$ cat src/rtl/core/rag_pkg.sv
package rag_pkg;

   // Address and multiplier operand widths
   localparam int ADDR_W = 36;
   localparam int OPND_W = 16;

   // Configuration register indexes
   typedef enum logic [2:0] {
      REG_BATCH_COUNT   = 3'd0,
      REG_CHANNEL_COUNT = 3'd1,
      REG_HEIGHT_COUNT  = 3'd2,
      REG_WIDTH_COUNT   = 3'd3,
      REG_BLOCK_STRIDE  = 3'd4,
      REG_DIRECTION     = 3'd5,
      REG_CHANNELS_LAST = 3'd6
   } reg_index_type;

   // Operands of a0 + m0 * (a1 + m1 * (a2 + m2 * a3))
   typedef struct packed {
      logic [OPND_W-1:0] a0;
      logic [OPND_W-1:0] m0;
      logic [OPND_W-1:0] a1;
      logic [OPND_W-1:0] m1;
      logic [OPND_W-1:0] a2;
      logic [OPND_W-1:0] m2;
      logic [OPND_W-1:0] a3;
   } horner_type;

endpackage

$ cat src/rtl/core/rag_mac.sv
// Three-stage Horner chain: a0 + m0 * (a1 + m1 * (a2 + m2 * a3)) mod 2^ADDR_W.
module rag_mac (
   input  logic                       clock,
   input  logic                       advance,
   input  rag_pkg::horner_type        in_opnd,
   output logic [rag_pkg::ADDR_W-1:0] out_result
);

   localparam int AW = rag_pkg::ADDR_W;
   localparam int OW = rag_pkg::OPND_W;

   logic [2*OW-1:0] prod1;
   logic [AW-1:0]   prod2;
   logic [AW-1:0]   prod3;
   logic [AW-1:0]   r1_in;
   logic [AW-1:0]   r2_in;
   logic [AW-1:0]   r3_in;
   logic [AW-1:0]   r1_ff;
   logic [AW-1:0]   r2_ff;
   logic [AW-1:0]   r3_ff;
   logic [OW-1:0]   a1_ff;
   logic [OW-1:0]   m1_ff;
   logic [OW-1:0]   a0_s1_ff;
   logic [OW-1:0]   m0_s1_ff;
   logic [OW-1:0]   a0_s2_ff;
   logic [OW-1:0]   m0_s2_ff;

   assign prod1 = in_opnd.m2 * in_opnd.a3;
   assign r1_in = AW'(prod1) + AW'(in_opnd.a2);
   assign prod2 = AW'(m1_ff) * r1_ff;
   assign r2_in = prod2 + AW'(a1_ff);
   assign prod3 = AW'(m0_s2_ff) * r2_ff;
   assign r3_in = prod3 + AW'(a0_s2_ff);

   always_ff @(posedge clock) begin
      if (advance) begin
         r1_ff    <= r1_in;
         a1_ff    <= in_opnd.a1;
         m1_ff    <= in_opnd.m1;
         a0_s1_ff <= in_opnd.a0;
         m0_s1_ff <= in_opnd.m0;
         r2_ff    <= r2_in;
         a0_s2_ff <= a0_s1_ff;
         m0_s2_ff <= m0_s1_ff;
         r3_ff    <= r3_in;
      end
   end

   assign out_result = r3_ff;

endmodule

$ cat config.mk
export PLATFORM = sky130hd
export DESIGN_NAME = rag_mac
export DESIGN_NICKNAME = d
export VERILOG_FILES = /design/src/rtl/core/rag_pkg.sv /design/src/rtl/core/rag_mac.sv
export SDC_FILE = /design/constraint.sdc
export NUM_CORES = 2
export LEC_CHECK = 0
export BUFFER_PORTS_ARGS = -buffer_cell sky130_fd_sc_hd__buf_2
export CAP_MARGIN = 20
export CORE_UTILIZATION = 35
export CTS_CLUSTER_DIAMETER = 60
export DETAILED_ROUTE_END_ITERATION = 6
export GPL_ROUTABILITY_DRIVEN = 1
export PLACE_DENSITY = 0.49
export SETUP_SLACK_MARGIN = 0.2
export SKIP_CTS_REPAIR_TIMING = 1
export SLEW_MARGIN = 20
export SYNTH_ARGS = -nofsm -noshare
export SYNTH_HDL_FRONTEND = slang
export SYNTH_SLANG_ARGS = --single-unit
$ cat constraint.sdc
create_clock -name clock -period 15 [get_ports clock]
set_input_delay 2.25 -clock clock [delete_from_list [all_inputs] [get_ports clock]]
set_output_delay 2.25 -clock clock [all_outputs]
set_load 0.005 [all_outputs]
# == Word level (Yosys, flattened, before mapping) ==
# Index checks and enable logic that the tools add are counted.
# word_totals
inputBits,114
out_inout_bits,36
ff_bits,204
# classes
n_addsub,3
mul,3
# op_table
operator,n
$add 36x16->36,2
$mul 16x36->36,2
$add 32x16->33,1
$mul 16x16->32,1

# == Logic depth before layout (Yosys ltp) ==
# logic_depth
ltp_word,2
ltp_mapped,25
ltp_nobuf,24

# == Worst setup path after synthesis ==
# OpenSTA, ideal clock, no wires.
# synth_path
path_type,input-to-reg
from,input in_opnd[26] (netlist name)
to,"register r1_ff[31], data pin"
path_buffers,1
arrival_time_ps,7682
setup_time_ps,258
cell_stages,21
path_slack_ps,7060
path_cell_list,clkbuf_1 > nand2_1 > fa_1 > fa_1 > fa_1 > fa_1 > inv_1 > fa_1 > inv_1 > fa_1 > inv_1 > ha_1 > a21oi_1 > o21ai_0 > o41ai_2 > o21ai_1 > a221o_1 > nor2b_1 > nand2b_1 > a21oi_1 > xnor2_1
# synth_between
elab_chain_len,2
# synth_rtl
item,line_no,rtl
from (decl),rag_mac.sv:5,"input rag_pkg::horner_type in_opnd,"
$mul 16x16->32,rag_mac.sv:28,assign prod1 = in_opnd.m2 * in_opnd.a3;
$add 32x16->33,rag_mac.sv:29,assign r1_in = AW'(prod1) + AW'(in_opnd.a2);
via r1_in[31],rag_mac.sv:15,logic [AW-1:0] r1_in;
to (signal assigned),rag_mac.sv:37,r1_ff <= r1_in;
to (decl),rag_mac.sv:18,logic [AW-1:0] r1_ff;
# The timed path passes the listed nets, and every way through them passes these cells.
# A chain may end at the register's enable or synchronous reset.

# == Final worst setup path ==
# layout_path
from,input in_opnd[26] (netlist name)
to,"register r1_ff[32], data pin"
# The elaborated chain is that of the path after synthesis.

==> metrics.md <==
| Metric | Value |
|---|---|
| Crit-path slowest cell | fa_1 |
| Max_cap viols | 0 |
| Critical Path, Cell by Cell | buf_2 -> nand2_1 -> fa_1 -> fa_1 -> fa_1 -> fa_1 -> inv_1 -> fa_1 -> inv_1 -> fa_1 -> inv_1 -> ha_1 -> a21oi_1 -> o21ai_0 -> a21oi_1 -> and2_1 -> o211ai_1 -> a311oi_1 -> o21ai_0 -> nor3_1 -> a21oi_1 -> xnor2_1 |
| Headroom to the max-slew limit | 24.8% |
| CP endpoint kind | register |
| Syn Nets | 5898 |
| RSZ-0062 raised after global routing | no |
| Setup tns final | 0 ns |
| CP delay by family, top | adder cells |
| Sink Count | 201 |
| Starting DRT DRC Count | around 1400 |
| Slew Viols, Final | 0 |
| Actual slew at the worst max-slew pin | around 1.1 ns |
| Fmax | 124 MHz |
| Worst-path clk slew | 0.06 ns |
| Ys async rst share | 0% |
| Placed cells | 6174 |
| Arrival time worst endpoint | between 8 and 9 ns |
| Hpwl dp | between 80000 and 90000 µm |
| Ports | 150 |
| Library cells used by synthesis | 54 |
| Final std cells w/o fill | roughly 6200 |
| DRC violations left | 0 |
| WL/cell | 17.6 µm |
| Number of synthesized flops with an enable pin | ~200 |
| TritonCTS clock tree | done |
| Core Box Area | 122000 µm² |
| Tcrit/Tclk final | 53.6% |
| Crit path time final | between 8 and 9 ns |
| Vias in the first global route | 31800 |
| First-pass GRT wire length | 178000 µm |
| Mapped Cells | 4533 |
| Routed Antenna Nets | 0 |
| Crit path launch type | primary input |
| Initial Util | 35.3% |
| Pre-Repair DR Iteration Count | 5 |
| Crit path max fanout | 16 |
| CTS H-tree lvls | 1 |
| Most frequent cells in the layout | inv_1 (1260), fa_1 (959), nand2_1 (704) |
| Clk_lat worst skew | 0.64 ns |
| Largest net degree at the start of global routing | 92 |
| P&R area growth vs syn | 8.02% |
| CP most frequent cell | fa_1 |
| Die Ht | 353 µm |
| GRT overflow | 0 |
| GRT Overall Usage | 18.2% |
| Vias | 28800 |
| Final setup fails | 0 |
| Hold Fails Final Rpt | 0 |
| Final design utilization | 38.2% |
| Status | complete, no violations |
| Die X | 353 µm |
| Sequential area share after synthesis | roughly 14% |
| Dominant synthesized flop cell | edfxtp_1 |
| Most common cell after layout, fill and taps aside | inv_1 |
| Final #Nets | roughly 6000 |
| Cell Rows | between 100 and 150 |
| Clk buf depth | 3 |
| Buf+Inv Stages, Crit Path | 4 |
| Die ar. | 125000 µm² |
| Layout cell share with drive strength beyond 1 | 5.39% |
| CP Class | primary input to register |
| Min-delay worst type | register to register |
| Vias per Instance | 4.62 |
| Initial antenna violation count | 4 |
| Crit-path max cell delay | 0.58 ns |
| IO Port Bufs | 149 |
| CTS Buf Count | 30 |
| Yosys Warn Count | 0 |
| CTS Root Cell | clkbuf_16 |
| #FFs+latches synth | approximately 200 |
| Gpl congestion | 0.818 |
| Clk_skew | 0.0556 ns |
| Worst endpoint required time | 15.34 ns |
| Drt total wl | approximately 110000 µm |
| Synthesized area per cell | 9.51 µm² |
| Mapped Area | 43100 µm² |
layer usage:
layer  routed length, µm  up-vias  GRT usage [%]
li1                    -    13200              -
met1               48500    15000           24.2
met2               55000      525           32.4
met3                3760      124           1.42
met4                2340        0           3.73
met5                   0        -              0
worst paths after layout:
path	cells after the start	start	end	slack (ns)
worst max-delay path	22	in_opnd[26]	r1_ff[32]$_DFFE_PP_	6.96
worst min register to register	0	a0_s1_ff[10]$_DFFE_PP_	a0_s2_ff[10]$_DFFE_PP_	0.41
worst min-delay path	0	a0_s1_ff[10]$_DFFE_PP_	a0_s2_ff[10]$_DFFE_PP_	0.41
worst max register to register	21	r1_ff[8]$_DFFE_PP_	r2_ff[35]$_DFFE_PP_	7.28
cell type report:
class | instances | area, µm²
repair buffers | 190 | 1070
clock buffers | 32 | 758
well taps | 1625 | 2030
diodes | 2 | 5.00
inverters | 1260 | 4730
flip-flops and latches | 201 | 6040
multi-input cells | 2899 | 31700
fillers | 12400 | 75500
clock inverters | 23 | 239
state kept, by name, indices dropped and copies added (netlist names):
name and cells:
m1_ff 16, a1_ff 16, r1_ff 33, r2_ff 36, out_result 36, a0_s2_ff 16, m0_s1_ff 16, a0_s1_ff 16
m0_s2_ff 16
synthesized netlist by cell type (5+ instances only):
master	instances	share of area, %
edfxtp_1	201	14
a21o_1	30	0.52
a21oi_1	78	0.91
fa_1	959	45
xor2_1	23	0.47
xnor2_1	116	2.4
nor3_1	7	0.081
nor2_1	33	0.29
nor2b_1	9	0.13
o21bai_1	16	0.28
nand2_1	704	6.1
nand4_1	6	0.087
clkbuf_1	173	1.5
nand2b_1	10	0.15
inv_1	1260	11
nand3_1	11	0.13
a211oi_1	8	0.14
and2_1	492	7.1
o21a_1	11	0.19
o21ai_0	32	0.37
ha_1	292	8.5
and3_1	5	0.073
kinds of logic after synthesis:
| family | share of synthesized area [%] |
|---|---|
| AOI/OAI and AO/OA | 3.25 |
| xor gates and xnor gates | 2.82 |
| adders and majority gates | 53.0 |
| buffers and inverters | 12.5 |
| DFF | 14.0 |
| muxes | 0.0696 |
| and+or+nand+nor | 14.4 |
metrics by stage:
stage	setup slack [ns]	area, µm²	hold slack (ns)
floorplan	7.06	43100	0.400
global placement	6.39	45600	0.401
detailed placement	6.32	45600	0.405
CTS	6.95	46600	0.418
global route	6.57	46600	0.418
finish	6.96	46600	0.415
Power is left out: the tool's default activity adds up to more than one toggle a clock period on the data nets, which glitch-free logic cannot reach.
