### src/rtl/core/rag_div.sv
// Pipelined restoring divider, one quotient bit per stage.
module rag_div #(
   parameter int NUM_W = 12,
   parameter int DEN_W = 4,
   parameter int PAY_W = 1
) (
   input  logic             clock,
   input  logic             reset,
   input  logic             advance,
   input  logic             in_valid,
   input  logic [NUM_W-1:0] in_num,
   input  logic [DEN_W-1:0] in_den,
   input  logic [PAY_W-1:0] in_pay,
   output logic             out_valid,
   output logic [NUM_W-1:0] out_quo,
   output logic [DEN_W-1:0] out_rem,
   output logic [PAY_W-1:0] out_pay
);

   logic             vld_ff [NUM_W];
   logic [DEN_W-1:0] rem_ff [NUM_W];
   logic [NUM_W-1:0] quo_ff [NUM_W];
   logic [DEN_W-1:0] den_ff [NUM_W];
   logic [PAY_W-1:0] pay_ff [NUM_W];

   for (genvar t = 0; t < NUM_W; t++) begin : g_step
      logic             vld_src;
      logic [DEN_W-1:0] rem_src;
      logic [NUM_W-1:0] quo_src;
      logic [DEN_W-1:0] den_src;
      logic [PAY_W-1:0] pay_src;
      logic [DEN_W:0]   part;
      logic [DEN_W:0]   diff;
      logic             take;
      logic [DEN_W-1:0] rem_in;
      logic [NUM_W-1:0] quo_in;

      if (t == 0) begin : g_first
         assign vld_src = in_valid;
         assign rem_src = '0;
         assign quo_src = in_num;
         assign den_src = in_den;
         assign pay_src = in_pay;
      end else begin : g_next
         assign vld_src = vld_ff[t-1];
         assign rem_src = rem_ff[t-1];
         assign quo_src = quo_ff[t-1];
         assign den_src = den_ff[t-1];
         assign pay_src = pay_ff[t-1];
      end

      // shift next dividend bit into the partial remainder, subtract if it fits
      assign part   = {rem_src, quo_src[NUM_W-1]};
      assign diff   = part - {1'b0, den_src};
      assign take   = (part >= {1'b0, den_src});
      assign rem_in = take ? diff[DEN_W-1:0] : part[DEN_W-1:0];
      assign quo_in = {quo_src[NUM_W-2:0], take};

      always_ff @(posedge clock) begin
         if (reset) begin
            vld_ff[t] <= 1'b0;
         end else if (advance) begin
            vld_ff[t] <= vld_src;
         end
      end

      always_ff @(posedge clock) begin
         if (advance) begin
            rem_ff[t] <= rem_in;
            quo_ff[t] <= quo_in;
            den_ff[t] <= den_src;
            pay_ff[t] <= pay_src;
         end
      end
   end

   assign out_valid = vld_ff[NUM_W-1];
   assign out_quo   = quo_ff[NUM_W-1];
   assign out_rem   = rem_ff[NUM_W-1];
   assign out_pay   = pay_ff[NUM_W-1];

endmodule

### config.mk
export PLATFORM = sky130hd
export DESIGN_NAME = rag_div
export DESIGN_NICKNAME = d
export VERILOG_FILES = /design/src/rtl/core/rag_div.sv
export SDC_FILE = /design/constraint.sdc
export NUM_CORES = 1
export LEC_CHECK = 0
export BUFFER_PORTS_ARGS = -buffer_cell sky130_fd_sc_hd__buf_2
export CAP_MARGIN = 20
export CORE_MARGIN = 10
export CORE_UTILIZATION = 55
export DETAILED_ROUTE_END_ITERATION = 6
export HOLD_SLACK_MARGIN = 0.12
export PLACE_DENSITY = 0.76
export SLEW_MARGIN = 0
export SYNTH_ARGS = -nofsm -noshare
export SYNTH_HDL_FRONTEND = slang
export SYNTH_SLANG_ARGS = --single-unit
### constraint.sdc
create_clock -name clock -period 1.54 [get_ports clock]
set_input_delay 0.154 -clock clock [delete_from_list [all_inputs] [get_ports clock]]
set_output_delay 0.154 -clock clock [all_outputs]
set_load 0.02 [all_outputs]
* Yosys cells after proc, flatten, opt, wreduce, memory -nomap -nowiden
Memories as Yosys holds them, arrays and structs flattened.
Index checks and enable logic that the tools add are counted.
** Storage, ports and cells
- Memories kept :: 5
- Bits of input ports :: 21
- Output and inout bits :: 18
- Flip-flop bits (word level) :: 0
- RAM bits :: 264
** Operators by class
- $lt $le $gt $ge :: 12
- Multiplexer cells :: 30
- Bitwise logic cells :: 12
- Add/subtract/negate cells :: 12
** Memory list
- quo_ff :: depth 12, width 12, rd ports 12, clocked after Yosys merged registers in 0, write ports 12, RTL line 22 : logic [NUM_W-1:0] quo_ff [NUM_W];
- den_ff :: depth 12, width 4, rd ports 11, clocked after Yosys merged registers in 0, write ports 12, RTL line 23 : logic [DEN_W-1:0] den_ff [NUM_W];
- rem_ff :: depth 12, width 4, rd ports 12, clocked after Yosys merged registers in 0, write ports 12, RTL line 21 : logic [DEN_W-1:0] rem_ff [NUM_W];
- pay_ff :: depth 12, width 1, rd ports 12, clocked after Yosys merged registers in 0, write ports 12, RTL line 24 : logic [PAY_W-1:0] pay_ff [NUM_W];
- vld_ff :: depth 12, width 1, rd ports 12, clocked after Yosys merged registers in 0, write ports 12, RTL line 20 : logic vld_ff [NUM_W];
** Operator list (count)
- 5-bit by 4-bit >= comparator with 1-bit output :: 11
- 4-bit 2-to-1 mux :: 12
- 4-bit subtractor :: 11
- 1-bit 2-to-1 mux :: 18
- 1-bit bitwise OR :: 12
- 1-bit by 4-bit >= comparator with 1-bit output :: 1
- 1-bit by 4-bit subtractor with 4-bit output :: 1

* Longest topological paths before layout
- Depth in word-level cells :: 4
- Mapped depth :: 7
- Mapped depth without buffers :: 7

* Worst setup path after synthesis
Ideal clock, no wire load.
- Path type :: register -> register
- Start point :: mem rem_ff[6][1] (netlist: rem_ff[1][9])
- End point :: mem rem_ff[7][2] (netlist: rem_ff[1][14]) (data pin)
- Data arrival time :: 1.373 ns
- Path slack :: -0.094 ns
- Required time :: 1.280 ns
- Stages on the path, launching flop included :: 6
- Cells stage by stage :: edfxtp_1 -> ha_1 -> nand4_1 -> nand2_1 -> nor2_4 -> mux2_4
** RTL lines (RTL line)
- start: declaration :: 21

==> flow_metrics.env <==
export IMPL_dpl_cell_area_sq_um=11600
export IMPL_setup_violations_final=40
export IMPL_worstMarginPinSlew_ns=0.543
export IMPL_violations="negative setup slack"
export IMPL_htreeDepth=1
export IMPL_die_area_sq_um=24500
export IMPL_dp_hpwl_um=10100
export IMPL_synth_seq_area_share_pct=76.1
export IMPL_clk_path_buf_depth=3
export IMPL_dr_first_iter_drc_count=372
export IMPL_synthCells=597
export IMPL_antenna_cells=0
export IMPL_antenna_found_initial=0
export IMPL_cp_data_required_time_ns=1.80
export IMPL_overflow=0
export IMPL_r2r_cells=5
export IMPL_core_area_sq_um=18100
export IMPL_drc=0
export IMPL_drt_pre_antenna_iters=6
export IMPL_start_util_pct=56.5
export IMPL_max_vdd_ir_drop_v=0.00107
export IMPL_rrSetupSlack_ns=-0.18
export IMPL_cts_made_buffers=26
export IMPL_crit_path_start_kind="register"
export IMPL_maxSlewHeadroom_pct=63.7
export IMPL_crit_type="reg2reg"
export IMPL_maxCapViolations=0
export IMPL_rsz0062_at_grt="true"
export IMPL_finalNetCount=888
export IMPL_synth_area_top_cells="edfxtp_1, ha_1, inv_1"
export IMPL_area_growth_pct=35.2
export IMPL_crit_start="rem_ff[2][2]"
export IMPL_grt_max_degree=49
export IMPL_cts_tree="done"
export IMPL_yosys_warnings=0
export IMPL_post_route_min_period_ns=1.72
export IMPL_ys_seq_elements=260
export IMPL_fin_area_sq_um=13900
export IMPL_p_per_area_nw_per_um2=1480
export IMPL_cp_cell_sequence="ha_4 > nor2_1 > nand2_2 > nor2_4 > mux2_4"
export IMPL_gr_usage_all_layers_pct=14.8
export IMPL_setup_ws_ns=-0.180
export IMPL_status="finished with violations"
export IMPL_path_clk_slew_ns=0.06
export IMPL_regToRegStartpoint="rem_ff[2][2]"
export IMPL_hp_class="in2reg"
export IMPL_end_kind="register"
export IMPL_nFillCells=952
export IMPL_drv_slew=0
export IMPL_finClkSkew_ns=0.0138
export IMPL_synth_fp_nets=675
export IMPL_vias=5650
export IMPL_synth_top_area_cell="edfxtp_1"
export IMPL_power_w=0.0205
export IMPL_io_pins=39
export IMPL_first_global_vias=5972
export IMPL_hold_violations=0
export IMPL_ant_nets=0
export IMPL_numPortBuffers=38
export IMPL_worst_path_max_fanout=2
export IMPL_die_w_um=157
export IMPL_synth_top_area_share_pct=76.1
export IMPL_drive_above_1_share_pct=48.2
export IMPL_rows=49
export IMPL_rr_endpoint="rem_ff[2][6]"
export IMPL_clk_latency_ns=0.52
export IMPL_finalCritPeriodShare_pct=112
export IMPL_grt_pass1_wl_um=29100
export IMPL_avgSynthCellArea_sq_um=17.2
export IMPL_endpoint="rem_ff[2][6]"
export IMPL_root_buffer="clkbuf_16"
export IMPL_synth_cell_types=21
export IMPL_max_freq_mhz=581
export IMPL_cpMaxStageDelayCell="edfxtp_1"
export IMPL_routedWlPerCell_um=18.8
export IMPL_p_leak_nw=5.21
export IMPL_via_per_inst=5.35
export IMPL_cpPeakStageDelay_ns=0.45
export IMPL_clock_sinks=260
export IMPL_setup_tns_ns=-3.26
export IMPL_gp_congestion=0.842
export IMPL_drt_wl_total_um=19900
export IMPL_die_y_um=157
export IMPL_critPathArrivalTime_ns=1.98
export IMPL_netlist_area_sq_um=10300
==> cells in the mapped netlist <==
master and instances:
nor2b_1 2, nor2_4 11, mux2i_1 22, nand2_1 12, clkbuf_1 1, inv_1 70
mux2_4 11, nand4_1 11, nand2b_1 11, ha_1 46, nor3_1 22, and2_1 13
xnor2_1 11, o21ai_0 1, fa_1 11, o21ai_1 12, a21oi_1 12, a21oi_2 11
edfxtp_1 260, or2_2 1, nor2_1 46
==> layer usage <==
metal	track usage, %	up-vias	wire length, um
li1	-	2603	-
met4	7.10	0	922
met1	14.8	2788	7040
met2	28.4	176	10900
met3	3.02	83	1020
met5	0	-	0
==> cell usage in the layout, fill, tap and decap left out, types with 2 or more instances in the layout <==
cell type / n
a21oi_1: 12
a21oi_4: 11
and2_1: 13
buf_12: 4
buf_2: 37
buf_4: 108
buf_6: 17
bufinv_16: 3
clkbuf_1: 3
clkbuf_16: 27
clkinv_1: 5
clkinv_2: 7
dlygate4sd3_1: 19
edfxtp_1: 260
fa_2: 11
ha_1: 2
ha_2: 5
ha_4: 39
inv_1: 30
inv_2: 40
mux2_4: 11
mux2i_1: 18
mux2i_2: 3
nand2_2: 11
nand2b_4: 11
nand4_1: 11
nor2_1: 28
nor2_2: 10
nor2_4: 19
nor2b_1: 2
nor3_1: 13
nor3_2: 7
nor3_4: 2
o21ai_4: 11
xnor2_1: 10
==> where the power goes <==
part	leakage, nW	internal (W)	switching, W
registers	2.54	0.00877	0.000387
logic	2.25	0.00271	0.00242
clock network	0.414	0.00367	0.00251
total	5.21	0.0152	0.00532
==> what timing repair did <==
action / CTS / global route
endpoints found under the setup margin: 35 / 53
hold buffers: 19 / 0
hold endpoints to repair: 42 / 0
gates resized for setup: 113 / 77
pin swaps: 46 / 42
setup buffers: 35 / 20
==> state kept, by name, summed over array words and instances, names as in the netlist <==
| name | count |
|---|---|
| den_ff | 44 |
| pay_ff | 12 |
| rem_ff | 48 |
| vld_ff | 12 |
| quo_ff | 144 |
==> per-stage QoR <==
step / std cells / setup WS, ns / utilization (%) / hold WS [ns]
2_1_floorplan: 597 / -0.0498 / - / 0.253
3_3_place_gp: 940 / -0.114 / 63.8 / 0.331
3_5_place_dp: 940 / -0.162 / 63.8 / 0.332
4_1_cts: 1040 / -0.0871 / 74.0 / 0.176
5_1_grt: 1057 / -0.235 / 76.5 / 0.215
6_report: 1057 / -0.180 / 76.5 / 0.199
==> worst min path at each step <==
stage | endpoint | cells past startpoint | start | slack (ns)
floorplan | den_ff[0][0] | 0 | in_den[0] | 0.25
finish | vld_ff[0][0] | 2 | reset | 0.20
CTS | vld_ff[0][0] | 2 | reset | 0.18
detailed placement | pay_ff[0][0] | 1 | in_pay | 0.33
global route | vld_ff[3][1] | 3 | reset | 0.22
global placement | quo_ff[0][8] | 1 | in_num[7] | 0.33
==> kinds of logic after synthesis <==
family	count (synthesis)	share of synthesized area, %
flops	260	76.1
simple gates	129	6.72
buf+inv	71	2.60
fa+ha+maj	57	7.75
compound gates	36	2.16
mux	33	3.76
xor+xnor	11	0.939
==> worst max-delay path, delay by kind of cell, from the launching register on <==
kind                     cells  cell delay (ns)
flip-flops                   1             0.45
adder cells (fa/ha/maj)      1             0.19
AND/OR/NAND/NOR              3             0.52
multiplexers                 1             0.30
==> final cells by class <==
cell class,instances,area [sq um],share of cell area [%]
multi-input combinational,266,3210,23.1
clock inverter,16,151,1.09
timing repair buffer,186,1470,10.6
tap,229,287,2.07
clock buffer,30,687,4.95
inverter,70,263,1.89
sequential,260,7810,56.3
Power figures use the tool's default switching activity.
